`config.mk`:
```
export PLATFORM = sky130hd
export DESIGN_NAME = ip_mask_filter_table_core
export DESIGN_NICKNAME = d
export VERILOG_FILES = /design/src/rtl/core/ipmf_pkg.sv /design/src/rtl/core/ipmf_ram.sv /design/src/rtl/core/ipmf_ctrl.sv /design/src/rtl/core/ipmf_dp.sv /design/src/rtl/core/ip_mask_filter_table_core.sv
export VERILOG_INCLUDE_DIRS = /design/src /design/src/rtl/core
export SDC_FILE = /design/constraint.sdc
export NUM_CORES = 2
export LEC_CHECK = 0
export BUFFER_PORTS_ARGS = -buffer_cell sky130_fd_sc_hd__buf_2
export CAP_MARGIN = 10
export CORE_MARGIN = 3
export CORE_UTILIZATION = 40
export DETAILED_ROUTE_END_ITERATION = 12
export PLACE_DENSITY = 0.64
export SYNTH_ARGS = -nofsm -noshare
export SYNTH_HDL_FRONTEND = slang
export SYNTH_SLANG_ARGS = --single-unit
```
`constraint.sdc`:
```
create_clock -name i_clk -period 8.15 [get_ports i_clk]
set_input_delay 0 -clock i_clk [delete_from_list [all_inputs] [get_ports i_clk]]
set_output_delay 0 -clock i_clk [all_outputs]
set_load 0.02 [all_outputs]
```
`src/rtl/core/ip_mask_filter_table_core_assert.svh`:
```
// Assertion macros shared by the table core.
`ifndef IP_MASK_FILTER_TABLE_CORE_ASSERT_SVH
`define IP_MASK_FILTER_TABLE_CORE_ASSERT_SVH

// The consequence must hold in the same cycle as the antecedent.
`define IPMF_ASSERT_IMPLIES(label, clk, rst_n, ante, cons) \
    label: assert property (@(posedge clk) disable iff (!rst_n) (ante) |-> (cons)) \
        else $error("ip_mask_filter_table_core: same-cycle check failed");

// The consequence must hold in the cycle after the antecedent.
`define IPMF_ASSERT_NEXT(label, clk, rst_n, ante, cons) \
    label: assert property (@(posedge clk) disable iff (!rst_n) (ante) |=> (cons)) \
        else $error("ip_mask_filter_table_core: next-cycle check failed");

`endif

```
`src/rtl/core/ipmf_pkg.sv`:
```
package ipmf_pkg;

    localparam int ADDR_W      = 32;
    localparam int KIND_W      = 2;
    localparam int STATUS_W    = 3;
    localparam int COUNT_OUT_W = 7;

    localparam logic [KIND_W-1:0] KIND_ADD    = 2'd0;
    localparam logic [KIND_W-1:0] KIND_REMOVE = 2'd1;

    localparam logic [ADDR_W-1:0] ALL_ONES = 32'hffff_ffff;
    localparam logic [7:0]        OCTET_ON = 8'hff;

    typedef enum logic [1:0] {
        OP_ADD,
        OP_REMOVE,
        OP_CHECK
    } t_op;

    typedef enum logic [STATUS_W-1:0] {
        ST_ADDED     = 3'd0,
        ST_FULL      = 3'd1,
        ST_REMOVED   = 3'd2,
        ST_NOT_FOUND = 3'd3,
        ST_CHECKED   = 3'd4
    } t_status;

    typedef struct packed {
        logic    load_req;
        logic    idx_inc;
        logic    ram_rd;
        logic    wr_new;
        logic    wr_at_count;
        logic    wr_shift;
        logic    cnt_inc;
        logic    cnt_dec;
        logic    out_load;
        t_status out_status;
        logic    out_found;
    } t_cmd;

    typedef struct packed {
        t_op  op;
        logic at_end;
        logic hit;
        logic full;
        logic out_free;
    } t_sts;

    function automatic logic [ADDR_W-1:0] derive_mask(input logic [ADDR_W-1:0] addr);
        logic [ADDR_W-1:0] m;
        m = '0;
        for (int k = 0; k < 4; k++) begin
            if (addr[k*8 +: 8] != 8'd0) begin
                m[k*8 +: 8] = OCTET_ON;
            end
        end
        return m;
    endfunction

endpackage

```
`src/rtl/core/ipmf_ram.sv`:
```
module ipmf_ram #(
    parameter int WIDTH = 64,
    parameter int DEPTH = 64
) (
    input  logic                                    i_clk,
    input  logic                                    i_we,
    input  logic [((DEPTH > 1) ? $clog2(DEPTH) : 1)-1:0] i_waddr,
    input  logic [WIDTH-1:0]                        i_wdata,
    input  logic                                    i_re,
    input  logic [((DEPTH > 1) ? $clog2(DEPTH) : 1)-1:0] i_raddr,
    output logic [WIDTH-1:0]                        o_rdata
);

    logic [WIDTH-1:0] r_mem [DEPTH];
    logic [WIDTH-1:0] r_rdata;

    always_ff @(posedge i_clk) begin
        if (i_we) begin
            r_mem[i_waddr] <= i_wdata;
        end
        if (i_re) begin
            r_rdata <= r_mem[i_raddr];
        end
    end

    assign o_rdata = r_rdata;

endmodule

```
`src/rtl/core/ipmf_ctrl.sv`:
```
module ipmf_ctrl (
    input  logic          i_clk,
    input  logic          i_rst_n,
    input  logic          i_in_valid,
    output logic          o_in_stall,
    input  ipmf_pkg::t_sts i_sts,
    output ipmf_pkg::t_cmd o_cmd
);

    typedef enum logic [2:0] {
        S_IDLE,
        S_SCAN,
        S_EVAL,
        S_SH_RD,
        S_SH_WR,
        S_DONE
    } t_state;

    t_state            r_state, n_state;
    ipmf_pkg::t_status r_status, n_status;
    logic              r_found, n_found;

    always_ff @(posedge i_clk) begin
        if (!i_rst_n) begin
            r_state  <= S_IDLE;
            r_status <= ipmf_pkg::ST_ADDED;
            r_found  <= 1'b0;
        end else begin
            r_state  <= n_state;
            r_status <= n_status;
            r_found  <= n_found;
        end
    end

    always_comb begin
        n_state  = r_state;
        n_status = r_status;
        n_found  = r_found;
        o_cmd    = '0;
        o_cmd.out_status = r_status;
        o_cmd.out_found  = r_found;
        unique case (r_state)
            S_IDLE: begin
                if (i_in_valid) begin
                    o_cmd.load_req = 1'b1;
                    n_found        = 1'b0;
                    n_state        = S_SCAN;
                end
            end
            S_SCAN: begin
                if (i_sts.at_end) begin
                    n_state = S_DONE;
                    unique case (i_sts.op)
                        ipmf_pkg::OP_ADD: begin
                            if (i_sts.full) begin
                                n_status = ipmf_pkg::ST_FULL;
                            end else begin
                                o_cmd.wr_new      = 1'b1;
                                o_cmd.wr_at_count = 1'b1;
                                o_cmd.cnt_inc     = 1'b1;
                                n_status          = ipmf_pkg::ST_ADDED;
                            end
                        end
                        ipmf_pkg::OP_REMOVE: begin
                            n_status = ipmf_pkg::ST_NOT_FOUND;
                        end
                        default: begin
                            n_status = ipmf_pkg::ST_CHECKED;
                        end
                    endcase
                end else begin
                    o_cmd.ram_rd = 1'b1;
                    n_state      = S_EVAL;
                end
            end
            S_EVAL: begin
                if (i_sts.hit) begin
                    unique case (i_sts.op)
                        ipmf_pkg::OP_ADD: begin
                            o_cmd.wr_new = 1'b1;
                            n_status     = ipmf_pkg::ST_ADDED;
                            n_state      = S_DONE;
                        end
                        ipmf_pkg::OP_REMOVE: begin
                            o_cmd.idx_inc = 1'b1;
                            n_state       = S_SH_RD;
                        end
                        default: begin
                            n_found  = 1'b1;
                            n_status = ipmf_pkg::ST_CHECKED;
                            n_state  = S_DONE;
                        end
                    endcase
                end else begin
                    o_cmd.idx_inc = 1'b1;
                    n_state       = S_SCAN;
                end
            end
            S_SH_RD: begin
                if (i_sts.at_end) begin
                    o_cmd.cnt_dec = 1'b1;
                    n_status      = ipmf_pkg::ST_REMOVED;
                    n_state       = S_DONE;
                end else begin
                    o_cmd.ram_rd = 1'b1;
                    n_state      = S_SH_WR;
                end
            end
            S_SH_WR: begin
                o_cmd.wr_shift = 1'b1;
                o_cmd.idx_inc  = 1'b1;
                n_state        = S_SH_RD;
            end
            S_DONE: begin
                if (i_sts.out_free) begin
                    o_cmd.out_load = 1'b1;
                    n_state        = S_IDLE;
                end
            end
            default: begin
                n_state = S_IDLE;
            end
        endcase
    end

    assign o_in_stall = (r_state != S_IDLE);

endmodule

```
`src/rtl/core/ipmf_dp.sv`:
```
module ipmf_dp #(
    parameter int MAX_ENTRIES = 64
) (
    input  logic                                  i_clk,
    input  logic                                  i_rst_n,
    input  ipmf_pkg::t_cmd                        i_cmd,
    output ipmf_pkg::t_sts                        o_sts,
    input  logic [ipmf_pkg::KIND_W-1:0]           i_kind,
    input  logic [ipmf_pkg::ADDR_W-1:0]           i_address,
    input  logic                                  i_cfg_we,
    input  logic                                  i_cfg_wdata,
    input  logic                                  i_out_stall,
    output logic                                  o_out_valid,
    output logic [ipmf_pkg::STATUS_W-1:0]         o_status,
    output logic                                  o_blocked,
    output logic [ipmf_pkg::COUNT_OUT_W-1:0]      o_entry_count
);

    localparam int CW = $clog2(MAX_ENTRIES + 1);
    localparam int AW = (MAX_ENTRIES > 1) ? $clog2(MAX_ENTRIES) : 1;
    localparam int EW = 2 * ipmf_pkg::ADDR_W;
    localparam logic [CW-1:0] MAX_CNT = CW'(MAX_ENTRIES);

    ipmf_pkg::t_op                       r_op;
    logic [ipmf_pkg::ADDR_W-1:0]         r_addr;
    logic [ipmf_pkg::ADDR_W-1:0]         r_mask;
    logic [CW-1:0]                       r_idx;
    logic [CW-1:0]                       r_count;
    logic                                r_ban;
    logic                                r_out_valid;
    logic [ipmf_pkg::STATUS_W-1:0]       r_out_status;
    logic                                r_out_blocked;
    logic [ipmf_pkg::COUNT_OUT_W-1:0]    r_out_count;

    logic [CW-1:0]                       w_idx_prev;
    logic [CW+ipmf_pkg::COUNT_OUT_W-1:0] w_count_ext;
    logic                                w_we;
    logic [AW-1:0]                       w_waddr;
    logic [EW-1:0]                       w_wdata;
    logic [EW-1:0]                       w_rdata;
    logic [ipmf_pkg::ADDR_W-1:0]         w_ent_mask;
    logic [ipmf_pkg::ADDR_W-1:0]         w_ent_cmp;
    logic                                w_hit;

    always_ff @(posedge i_clk) begin
        if (!i_rst_n) begin
            r_idx       <= '0;
            r_count     <= '0;
            r_ban       <= 1'b1;
            r_out_valid <= 1'b0;
        end else begin
            if (i_cfg_we) begin
                r_ban <= i_cfg_wdata;
            end
            if (i_cmd.load_req) begin
                r_idx <= '0;
            end else if (i_cmd.idx_inc) begin
                r_idx <= r_idx + 1'b1;
            end
            if (i_cmd.cnt_inc) begin
                r_count <= r_count + 1'b1;
            end else if (i_cmd.cnt_dec) begin
                r_count <= r_count - 1'b1;
            end
            if (i_cmd.out_load) begin
                r_out_valid <= 1'b1;
            end else if (!i_out_stall) begin
                r_out_valid <= 1'b0;
            end
        end
    end

    always_ff @(posedge i_clk) begin
        if (i_cmd.load_req) begin
            r_addr <= i_address;
            r_mask <= ipmf_pkg::derive_mask(i_address);
            if (i_kind == ipmf_pkg::KIND_ADD) begin
                r_op <= ipmf_pkg::OP_ADD;
            end else if (i_kind == ipmf_pkg::KIND_REMOVE) begin
                r_op <= ipmf_pkg::OP_REMOVE;
            end else begin
                r_op <= ipmf_pkg::OP_CHECK;
            end
        end
        if (i_cmd.out_load) begin
            r_out_status  <= i_cmd.out_status;
            r_out_blocked <= (r_op == ipmf_pkg::OP_CHECK) & ~(i_cmd.out_found ^ r_ban);
            r_out_count   <= w_count_ext[ipmf_pkg::COUNT_OUT_W-1:0];
        end
    end

    assign w_idx_prev  = r_idx - 1'b1;
    assign w_count_ext = {{ipmf_pkg::COUNT_OUT_W{1'b0}}, r_count};

    assign w_we    = i_cmd.wr_new | i_cmd.wr_shift;
    assign w_wdata = i_cmd.wr_shift ? w_rdata : {r_mask, r_addr};

    always_comb begin
        if (i_cmd.wr_shift) begin
            w_waddr = w_idx_prev[AW-1:0];
        end else if (i_cmd.wr_at_count) begin
            w_waddr = r_count[AW-1:0];
        end else begin
            w_waddr = r_idx[AW-1:0];
        end
    end

    ipmf_ram #(
        .WIDTH (EW),
        .DEPTH (MAX_ENTRIES)
    ) u_table (
        .i_clk   (i_clk),
        .i_we    (w_we),
        .i_waddr (w_waddr),
        .i_wdata (w_wdata),
        .i_re    (i_cmd.ram_rd),
        .i_raddr (r_idx[AW-1:0]),
        .o_rdata (w_rdata)
    );

    assign w_ent_mask = w_rdata[EW-1:ipmf_pkg::ADDR_W];
    assign w_ent_cmp  = w_rdata[ipmf_pkg::ADDR_W-1:0];

    always_comb begin
        unique case (r_op)
            ipmf_pkg::OP_ADD:    w_hit = (w_ent_cmp == ipmf_pkg::ALL_ONES);
            ipmf_pkg::OP_REMOVE: w_hit = (w_ent_mask == r_mask) && (w_ent_cmp == r_addr);
            default:             w_hit = ((r_addr & w_ent_mask) == w_ent_cmp);
        endcase
    end

    assign o_sts.op       = r_op;
    assign o_sts.at_end   = (r_idx == r_count);
    assign o_sts.hit      = w_hit;
    assign o_sts.full     = (r_count == MAX_CNT);
    assign o_sts.out_free = ~r_out_valid | ~i_out_stall;

    assign o_out_valid   = r_out_valid;
    assign o_status      = r_out_status;
    assign o_blocked     = r_out_blocked;
    assign o_entry_count = r_out_count;

endmodule

```
`src/rtl/core/ip_mask_filter_table_core.sv`:
```
// A request scans the table one entry at a time through the registered RAM read port
// (states SCAN, then EVAL), until a hit or the last live entry, then loads the result
// register in DONE once the output is free. A remove also shifts the later entries down
// (states SH_RD, then SH_WR, per entry), and the next request is accepted when the block
// is back in IDLE, the cycle in which the result of the last one becomes valid.
// Reset empties the table at once (no clearing pass) and sets ban_mode to 1.
module ip_mask_filter_table_core #(
    parameter int MAX_ENTRIES = 64
) (
    input  logic                               i_clk,
    input  logic                               i_rst_n,
    input  logic                               i_in_valid,
    output logic                               o_in_stall,
    input  logic [ipmf_pkg::KIND_W-1:0]        i_kind,
    input  logic [ipmf_pkg::ADDR_W-1:0]        i_address,
    output logic                               o_out_valid,
    input  logic                               i_out_stall,
    output logic [ipmf_pkg::STATUS_W-1:0]      o_status,
    output logic                               o_blocked,
    output logic [ipmf_pkg::COUNT_OUT_W-1:0]   o_entry_count,
    input  logic                               i_cfg_we,
    input  logic                               i_cfg_wdata
);

    ipmf_pkg::t_cmd w_cmd;
    ipmf_pkg::t_sts w_sts;

    ipmf_ctrl u_ctrl (
        .i_clk      (i_clk),
        .i_rst_n    (i_rst_n),
        .i_in_valid (i_in_valid),
        .o_in_stall (o_in_stall),
        .i_sts      (w_sts),
        .o_cmd      (w_cmd)
    );

    ipmf_dp #(
        .MAX_ENTRIES (MAX_ENTRIES)
    ) u_dp (
        .i_clk         (i_clk),
        .i_rst_n       (i_rst_n),
        .i_cmd         (w_cmd),
        .o_sts         (w_sts),
        .i_kind        (i_kind),
        .i_address     (i_address),
        .i_cfg_we      (i_cfg_we),
        .i_cfg_wdata   (i_cfg_wdata),
        .i_out_stall   (i_out_stall),
        .o_out_valid   (o_out_valid),
        .o_status      (o_status),
        .o_blocked     (o_blocked),
        .o_entry_count (o_entry_count)
    );

`include "ip_mask_filter_table_core_assert.svh"

    // Only checks may report a refused address.
    `IPMF_ASSERT_IMPLIES(a_blocked_only_on_check, i_clk, i_rst_n, o_out_valid && (o_status != ipmf_pkg::ST_CHECKED), !o_blocked)
    // An accepted request keeps the block busy in the following cycle.
    `IPMF_ASSERT_NEXT(a_busy_after_accept, i_clk, i_rst_n, i_in_valid && !o_in_stall, o_in_stall)
    // An append never grows a full table.
    `IPMF_ASSERT_IMPLIES(a_no_append_when_full, i_clk, i_rst_n, w_cmd.cnt_inc, !w_sts.full)

endmodule

```
Yosys cells after proc, flatten, opt, wreduce, memory -nomap -nowiden
Memories as Yosys holds them, arrays and structs flattened. A register that Yosys moved wholly into a read port is not among the register bits.
Index checks and enable logic that the tools add are counted.
{"block": "word_totals", "register_bits": 100, "ramBits": 4096, "elab_cells": 123, "memories": 1}
{"name": "u_dp.u_table.r_mem", "depth": 64, "width": 64, "rd": 1, "rd_clocked_by_memory_dff": 1, "write_ports": 1, "line_no": "ipmf_ram.sv:14", "text": "logic [WIDTH-1:0] r_mem [DEPTH];"}
{"block": "op_classes", "n_addsub": 4, "n_eq_ne": 22, "muxes": 56, "n_bitwise": 9, "reduce_logical": 18}
{"cell": "== test 32 bit", "count": 3}
{"cell": "2-to-1 mux 64 bit", "count": 1}
{"cell": "AND 32 bit", "count": 1}
{"cell": "== test 32 bit, second input constant", "count": 1}
{"cell": "2-to-1 mux 8 bit", "count": 4}
{"cell": "nonzero test 8 bit", "count": 4}
{"cell": "2-to-1 mux 1 bit", "count": 27}
{"cell": "2-to-1 mux 3 bit", "count": 8}
{"cell": "one-hot mux 3 bit (6 select lines)", "count": 1}
{"cell": "adder 7 x 1 -> 7 bit, second input constant", "count": 2}
{"cell": "2-to-1 mux 7 bit", "count": 2}
{"cell": "2-to-1 mux 6 bit", "count": 2}
{"cell": "one-hot mux 3 bit (2 select lines)", "count": 2}
{"cell": "!= test 2 x 1 -> 1 bit, second input constant", "count": 5}
{"cell": "one-hot mux 3 bit (3 select lines)", "count": 1}
{"cell": "2-to-1 mux 2 bit", "count": 4}
{"cell": "one-hot mux 1 bit (2 select lines)", "count": 4}
{"cell": "== test 7 bit", "count": 1}
{"cell": "== test 7 bit, second input constant", "count": 1}
{"cell": "subtractor 7 x 1 -> 7 bit, second input constant", "count": 1}
{"cell": "== test 3 x 2 -> 1 bit, second input constant", "count": 2}
{"cell": "== test 3 bit, second input constant", "count": 2}
{"cell": "!= test 2 bit, second input constant", "count": 3}
{"cell": "nonzero test 3 bit", "count": 2}
{"cell": "16 further kinds", "count": 25}

Logic depth before layout (Yosys ltp)
{"block": "depth", "ltp_word": 8, "depth_mapped": 14, "depth_no_buf": 12}

Modules after synthesis
A second synthesis with hierarchy kept.
{"block": "unflattened", "cells_unflattened": 7180, "hier_area_um2": 162179.3}
{"mod": "ipmf_ram", "instances": 1, "cells_each": 6598, "area_per_inst_um2": 156989.3, "seq_area_each_um2": 124919.8}
{"mod": "ipmf_dp", "instances": 1, "cells_each": 513, "area_per_inst_um2": 4658.2, "seq_area_each_um2": 1791.7}
{"mod": "ipmf_ctrl", "instances": 1, "cells_each": 69, "area_per_inst_um2": 531.8, "seq_area_each_um2": 140.1}

Worst setup path before layout
No wires, ideal clock.
{"block": "synth_timing", "path_type": "flip-flop to flip-flop", "from": "register u_dp.r_idx[1]", "to": "memory u_dp.u_table.r_mem[36][0] (enable)", "setup_time_ps": 565, "arrival_ps": 6907, "setup_slack_ps": 678, "path_stages_with_launch": 14, "path_buffers": 4, "cell_sequence": "dfxtp_1 -> clkbuf_1 -> buf_2 -> buf_1 -> buf_1 -> inv_1 -> ha_1 -> nor3b_1 -> nor2_1 -> a21oi_1 -> o221a_2 -> nor2_1 -> nand2_1 -> nor3_1"}
{"block": "synth_between", "elab_chain_len": 6, "word_cells_on_any_way": 10}
{"element": "from (decl)", "line_no": "ipmf_dp.sv:27", "text": "logic [CW-1:0] r_idx;"}
{"element": "from (signal assigned)", "line_no": "ipmf_dp.sv:58", "text": "r_idx <= r_idx + 1'b1;"}
{"element": "== test 7 bit", "line_no": "ipmf_dp.sv:133", "text": "assign o_sts.at_end = (r_idx == r_count);"}
{"element": "2-to-1 mux 2 bit", "line_no": "ipmf_ctrl.sv:51", "text": "if (i_sts.at_end) begin"}
{"element": "one-hot mux 1 bit (2 select lines)", "line_no": "ipmf_ctrl.sv:42", "text": "unique case (r_state)"}
{"element": "bitwise OR 1 bit", "line_no": "ipmf_dp.sv:95", "text": "assign w_we = i_cmd.wr_new | i_cmd.wr_shift;"}
{"element": "2-to-1 mux 1 bit", "line_no": "ipmf_ram.sv:18", "text": "if (i_we) begin"}
{"element": "2-to-1 mux 1 bit (implied by the code)", "line_no": "ipmf_ram.sv:19", "text": "r_mem[i_waddr] <= i_wdata;"}
{"element": "to (decl)", "line_no": "ipmf_ram.sv:14"}
Several ways; a longest one is shown, not always the timed one.

Worst setup path in the final report
{"block": "layout_timing", "from": "register u_dp.r_op[1]", "to": "memory u_dp.u_table.r_mem[24][46] (enable)"}
{"block": "layout_between", "elab_chain_len": 7, "word_cells_on_any_way": 14}
{"element": "from (decl)", "line_no": "ipmf_dp.sv:24", "text": "ipmf_pkg::t_op r_op;"}
{"element": "from (signal assigned)", "line_no": "ipmf_dp.sv:78", "text": "r_op <= ipmf_pkg::OP_ADD;"}
{"element": "from (signal assigned)", "line_no": "ipmf_dp.sv:80", "text": "r_op <= ipmf_pkg::OP_REMOVE;"}
{"element": "from (signal assigned)", "line_no": "ipmf_dp.sv:82", "text": "r_op <= ipmf_pkg::OP_CHECK;"}
{"element": "== test 2 x 1 -> 1 bit / logical NOT 2 bit (equally long branches)", "line_no": "ipmf_dp.sv:125, ipmf_ctrl.sv:53, ipmf_ctrl.sv:78"}
{"element": "one-hot mux 1 bit (2 select lines), or another cell as far along", "line_no": "ipmf_dp.sv:125", "text": "unique case (r_op)"}
{"element": "2-to-1 mux 1 bit / 2-to-1 mux 2 bit (equally long branches)", "line_no": "ipmf_ctrl.sv:77, ipmf_ctrl.sv:51"}
{"element": "one-hot mux 1 bit (2 select lines)", "line_no": "ipmf_ctrl.sv:42"}
{"element": "bitwise OR 1 bit", "line_no": "ipmf_dp.sv:95"}
{"element": "2-to-1 mux 1 bit", "line_no": "ipmf_ram.sv:18"}
{"element": "2-to-1 mux 1 bit (implied by the code)", "line_no": "ipmf_ram.sv:19"}
Several ways; a longest one is shown, not always the timed one.

==> results by group <==
Yosys
  – Post-synthesis sequential area ratio: 0.782
  – Post-synth cell types: 57
  – Post-Syn Nets: 6580
  – EDFF count, synth: 4209
  – Post-synthesis register bit count: 4232
  – Synthesized area: 162000 sq um
  – Warnings, synthesis: 0
  – Syn avg cell area: 24.8 sq um
  – Synthesized instance count: 6532
  – Prevailing post-synth register cell: edfxtp_1
  – Post-synth ARST share: 0

Setup path
  – Buf/Inv on CP: 2
  – Critical Path RT: 8.73 ns
  – Reg2Reg Setup Slack: 2.71 ns
  – FF-to-FF path depth: 10
  – Critical Path Start Type: flip-flop
  – Worst R2R End: u_dp.u_table.r_mem[24][46]$_DFFE_PP_
  – CP Max Fanout: 35
  – Slowest stage cell, crit path: nor2_4
  – Worst r2r src: u_dp.r_op[1]$_SDFFCE_PN0P_
  – Cell Chain, Critical Path: nor2_4 > a32oi_1 > a2111oi_2 > nand3_1 > or2_1 > o21ai_1 > a21oi_4 > buf_4 > nor2_4 > buf_4
  – CP delay by family, top: simple AND/OR/NAND/NOR gates
  – Arrival time worst endpoint: 6.02 ns
  – Worst setup EP type: flip-flop
  – Setup CP Type: flip-flop to flip-flop
  – Max incr delay on CP: 0.77 ns

Final layout
  – Layout Nets: 7018
  – Layout fillers: 32500
  – Area grow syn2layout: 13.8%
  – Layout cell share with drive strength beyond 1: 0.314

STA
  – WHS: 0.157 ns
  – Crit share post-route: 0.668
  – Worst setup margin: 2.71 ns
  – RSZ-0062 raised after global routing: no
  – Hold Violations, Final: 0
  – Rel. slew slack: 0.166
  – FMAX: 184 MHz
  – Final setup violation count: 0
  – Slew of the pin with the lowest slew margin: 1.25 ns
  – Final worst path period need: 5.44 ns
  – Clock Skews: 0.0608 ns
  – Fin Setup TNS: 0 ns
  – Fin. max-slew vios: 0

Floorplanning
  – Initial Util: 0.402
  – Die area: 413000 sq um
  – Placement row count: 233
  – Die W: 643 um
  – Chip height: 643 um
  – Total core area: 403000 sq um
  – Ports: 53

Run
  – Total of max-cap violations: 0

Global route
  – Largest net degree at the start of global routing: 162
  – First-pass GRT wire length: 618 mm
  – Number of global-route vias before repair: 76500
  – Total global routing overflow: 0
  – Total Routing Usage GR: 0.212
  – Initial antenna violation count: 17

Power and ir drop
  – Worst vdd ir: 0.269 mV
  – Cell leakage power: 53.8 nW
  – PD cells: 308 nW/um^2

Clock tree
  – Skew-Pair Late Insertion Delay: 0.99 ns
  – # Post-CTS Setup Buffers: 0
  – TritonCTS clock tree: done
  – Clock-pin transition on the worst setup and hold timing paths: 0.07 ns
  – Root Driver: clkbuf_16
  – Htree depth: 5
  – Total CTS buffers: 417
  – Clock buffer depth: 4
  – Clk sinks: 4232
  – Post-CTS sizing: 0
  – Hold bufs inserted after CTS: 77

Placed design
  – Dpl ws: 2.77 ns
  – Number of port buffers: 52
  – Hpwl dp: 237 mm
  – RD Place Congestion: 0.886

Hold path
  – Worst hold path depth: 3
  – Hold Path End: u_ctrl.r_state[2]$_SDFFE_PN0P_
  – Hold WC Path Type: input pin to flip-flop
  – Min-delay src: i_rst_n

Route
  – Post-DRT Antenna Nets: 0
  – Via count: 76500
  – Routed wire per std cell: 34.8 um
  – Initial drt markers: 10400
  – Vias per cell: 6.01
  – WL final: 443 mm
  – DRC viols: 0
  – Pre-Repair DR Iteration Count: 7

Status
  – Status: complete, no violations
==> tightest hold or removal path, cell delays in order <==
cell           delay (ns)
dlygate4sd3_1        0.53
buf_2                0.29
o21a_1               0.20
==> cells in the mapped netlist, types with 24 or more instances <==
master	n	area (sq um)
edfxtp_1	4209	126000
mux4_2	1344	30300
clkbuf_1	219	822
nand2_1	157	589
buf_2	91	455
nor2_1	68	255
nor3_1	50	250
xnor2_1	37	324
a21o_1	36	270
buf_1	33	124
xor2_1	32	280
a21oi_1	24	120
==> power breakdown <==
part / leakage [nW] / internal [mW] / total [mW] / switching [mW]
combinational: 9.89 / 3.38 / 10.1 / 6.68
clock: 6.44 / 10.5 / 18.7 / 8.16
sequential: 37.5 / 27.4 / 28.1 / 0.714
total: 53.8 / 41.3 / 56.8 / 15.6
==> cell type report <==
class | count | area [sq um] | share of cell area
well taps | 5405 | 6760 | 0.0367
flip-flops and latches | 4232 | 127000 | 0.688
clock inverters | 258 | 2320 | 0.0126
diodes | 19 | 47.5 | 0.000258
inverters | 9 | 33.8 | 0.000183
clock buffers | 510 | 10800 | 0.0588
multi-input cells | 1946 | 34300 | 0.186
repair buffers | 364 | 3280 | 0.0178
==> metal layers <==
layer / vias up / global-route usage / part of all wire
met4: 10 / 0.0799 / 0.044
met5: - / 0 / 0.00015
met3: 763 / 0.0416 / 0.091
met1: 42100 / 0.286 / 0.38
li1: 29400 / - / -
met2: 4287 / 0.343 / 0.49
==> registers in the layout, summed over array words and instances, names as in the netlist <==
register	count
u_ctrl.r_found	1
u_ctrl.r_state	3
u_ctrl.r_status	3
u_dp.o_blocked	1
u_dp.o_entry_count	7
u_dp.o_out_valid	1
u_dp.o_status	3
u_dp.r_addr	32
u_dp.r_ban	1
u_dp.r_count	7
u_dp.r_idx	7
u_dp.r_mask	4
u_dp.r_op	2
u_dp.u_table.o_rdata	64
u_dp.u_table.r_mem	4096
==> how the worst max path moves through the flow <==
stage | endpoint | start | cells after the start
2_1_floorplan | u_dp.u_table.r_mem[36][0]$_DFFE_PP_ | u_dp.r_idx[1]$_SDFFE_PP0P_ | 13
5_1_grt | u_dp.u_table.r_mem[24][12]$_DFFE_PP_ | u_dp.r_op[1]$_SDFFCE_PN0P_ | 10
3_5_place_dp | u_dp.u_table.o_rdata[25]$_DFFE_PP_ | u_dp.r_idx[0]$_SDFFE_PP0P_ | 6
4_1_cts | u_dp.u_table.r_mem[24][12]$_DFFE_PP_ | u_dp.r_op[1]$_SDFFCE_PN0P_ | 10
3_3_place_gp | u_dp.u_table.r_mem[3][15]$_DFFE_PP_ | u_dp.r_idx[2]$_SDFFE_PP0P_ | 8
6_report | u_dp.u_table.r_mem[24][46]$_DFFE_PP_ | u_dp.r_op[1]$_SDFFCE_PN0P_ | 10
==> layout by cell type, fill, tap and decap left out, types with 32 or more instances in the layout <==
cell           count
nor2_1            35
a21o_1            35
xor2_1            32
buf_4            196
nor2_4            34
nand2_1          154
clkinv_2          80
clkbuf_16        420
dlygate4sd3_1     77
clkbuf_1          90
edfxtp_1        4209
mux4_2          1344
xnor2_1           37
clkinv_1         102
buf_12            39
bufinv_16         32
buf_2             52
nor3_2            32
==> through the flow <==
stage | std cells | power [mW] | utilization | cell area [sq um]
after floorplan | 6532 | 34.4 | - | 162000
after global placement | 11900 | 38.3 | 0.423 | 170000
after detailed placement | 11900 | 38.6 | 0.423 | 170000
after CTS | 12700 | 57.2 | 0.457 | 184000
after global routing | 12700 | 58.6 | 0.457 | 184000
final | 12700 | 56.8 | 0.458 | 184000
==> kinds of logic (layout without fill, tap and decap cells) <==
kind of cell / Yosys count / count (layout) / synth area share
buf+inv: 354 / 1141 / 0.00897
other cells: 0 / 19 / 0
xor+xnor: 69 / 69 / 0.00373
mux: 1355 / 1355 / 0.187
fa+ha+maj: 8 / 8 / 0.000664
compound gates: 128 / 128 / 0.00592
simple gates: 386 / 386 / 0.0111
flops: 4232 / 4232 / 0.782
No activity file was read; power rests on OpenSTA's default activity.
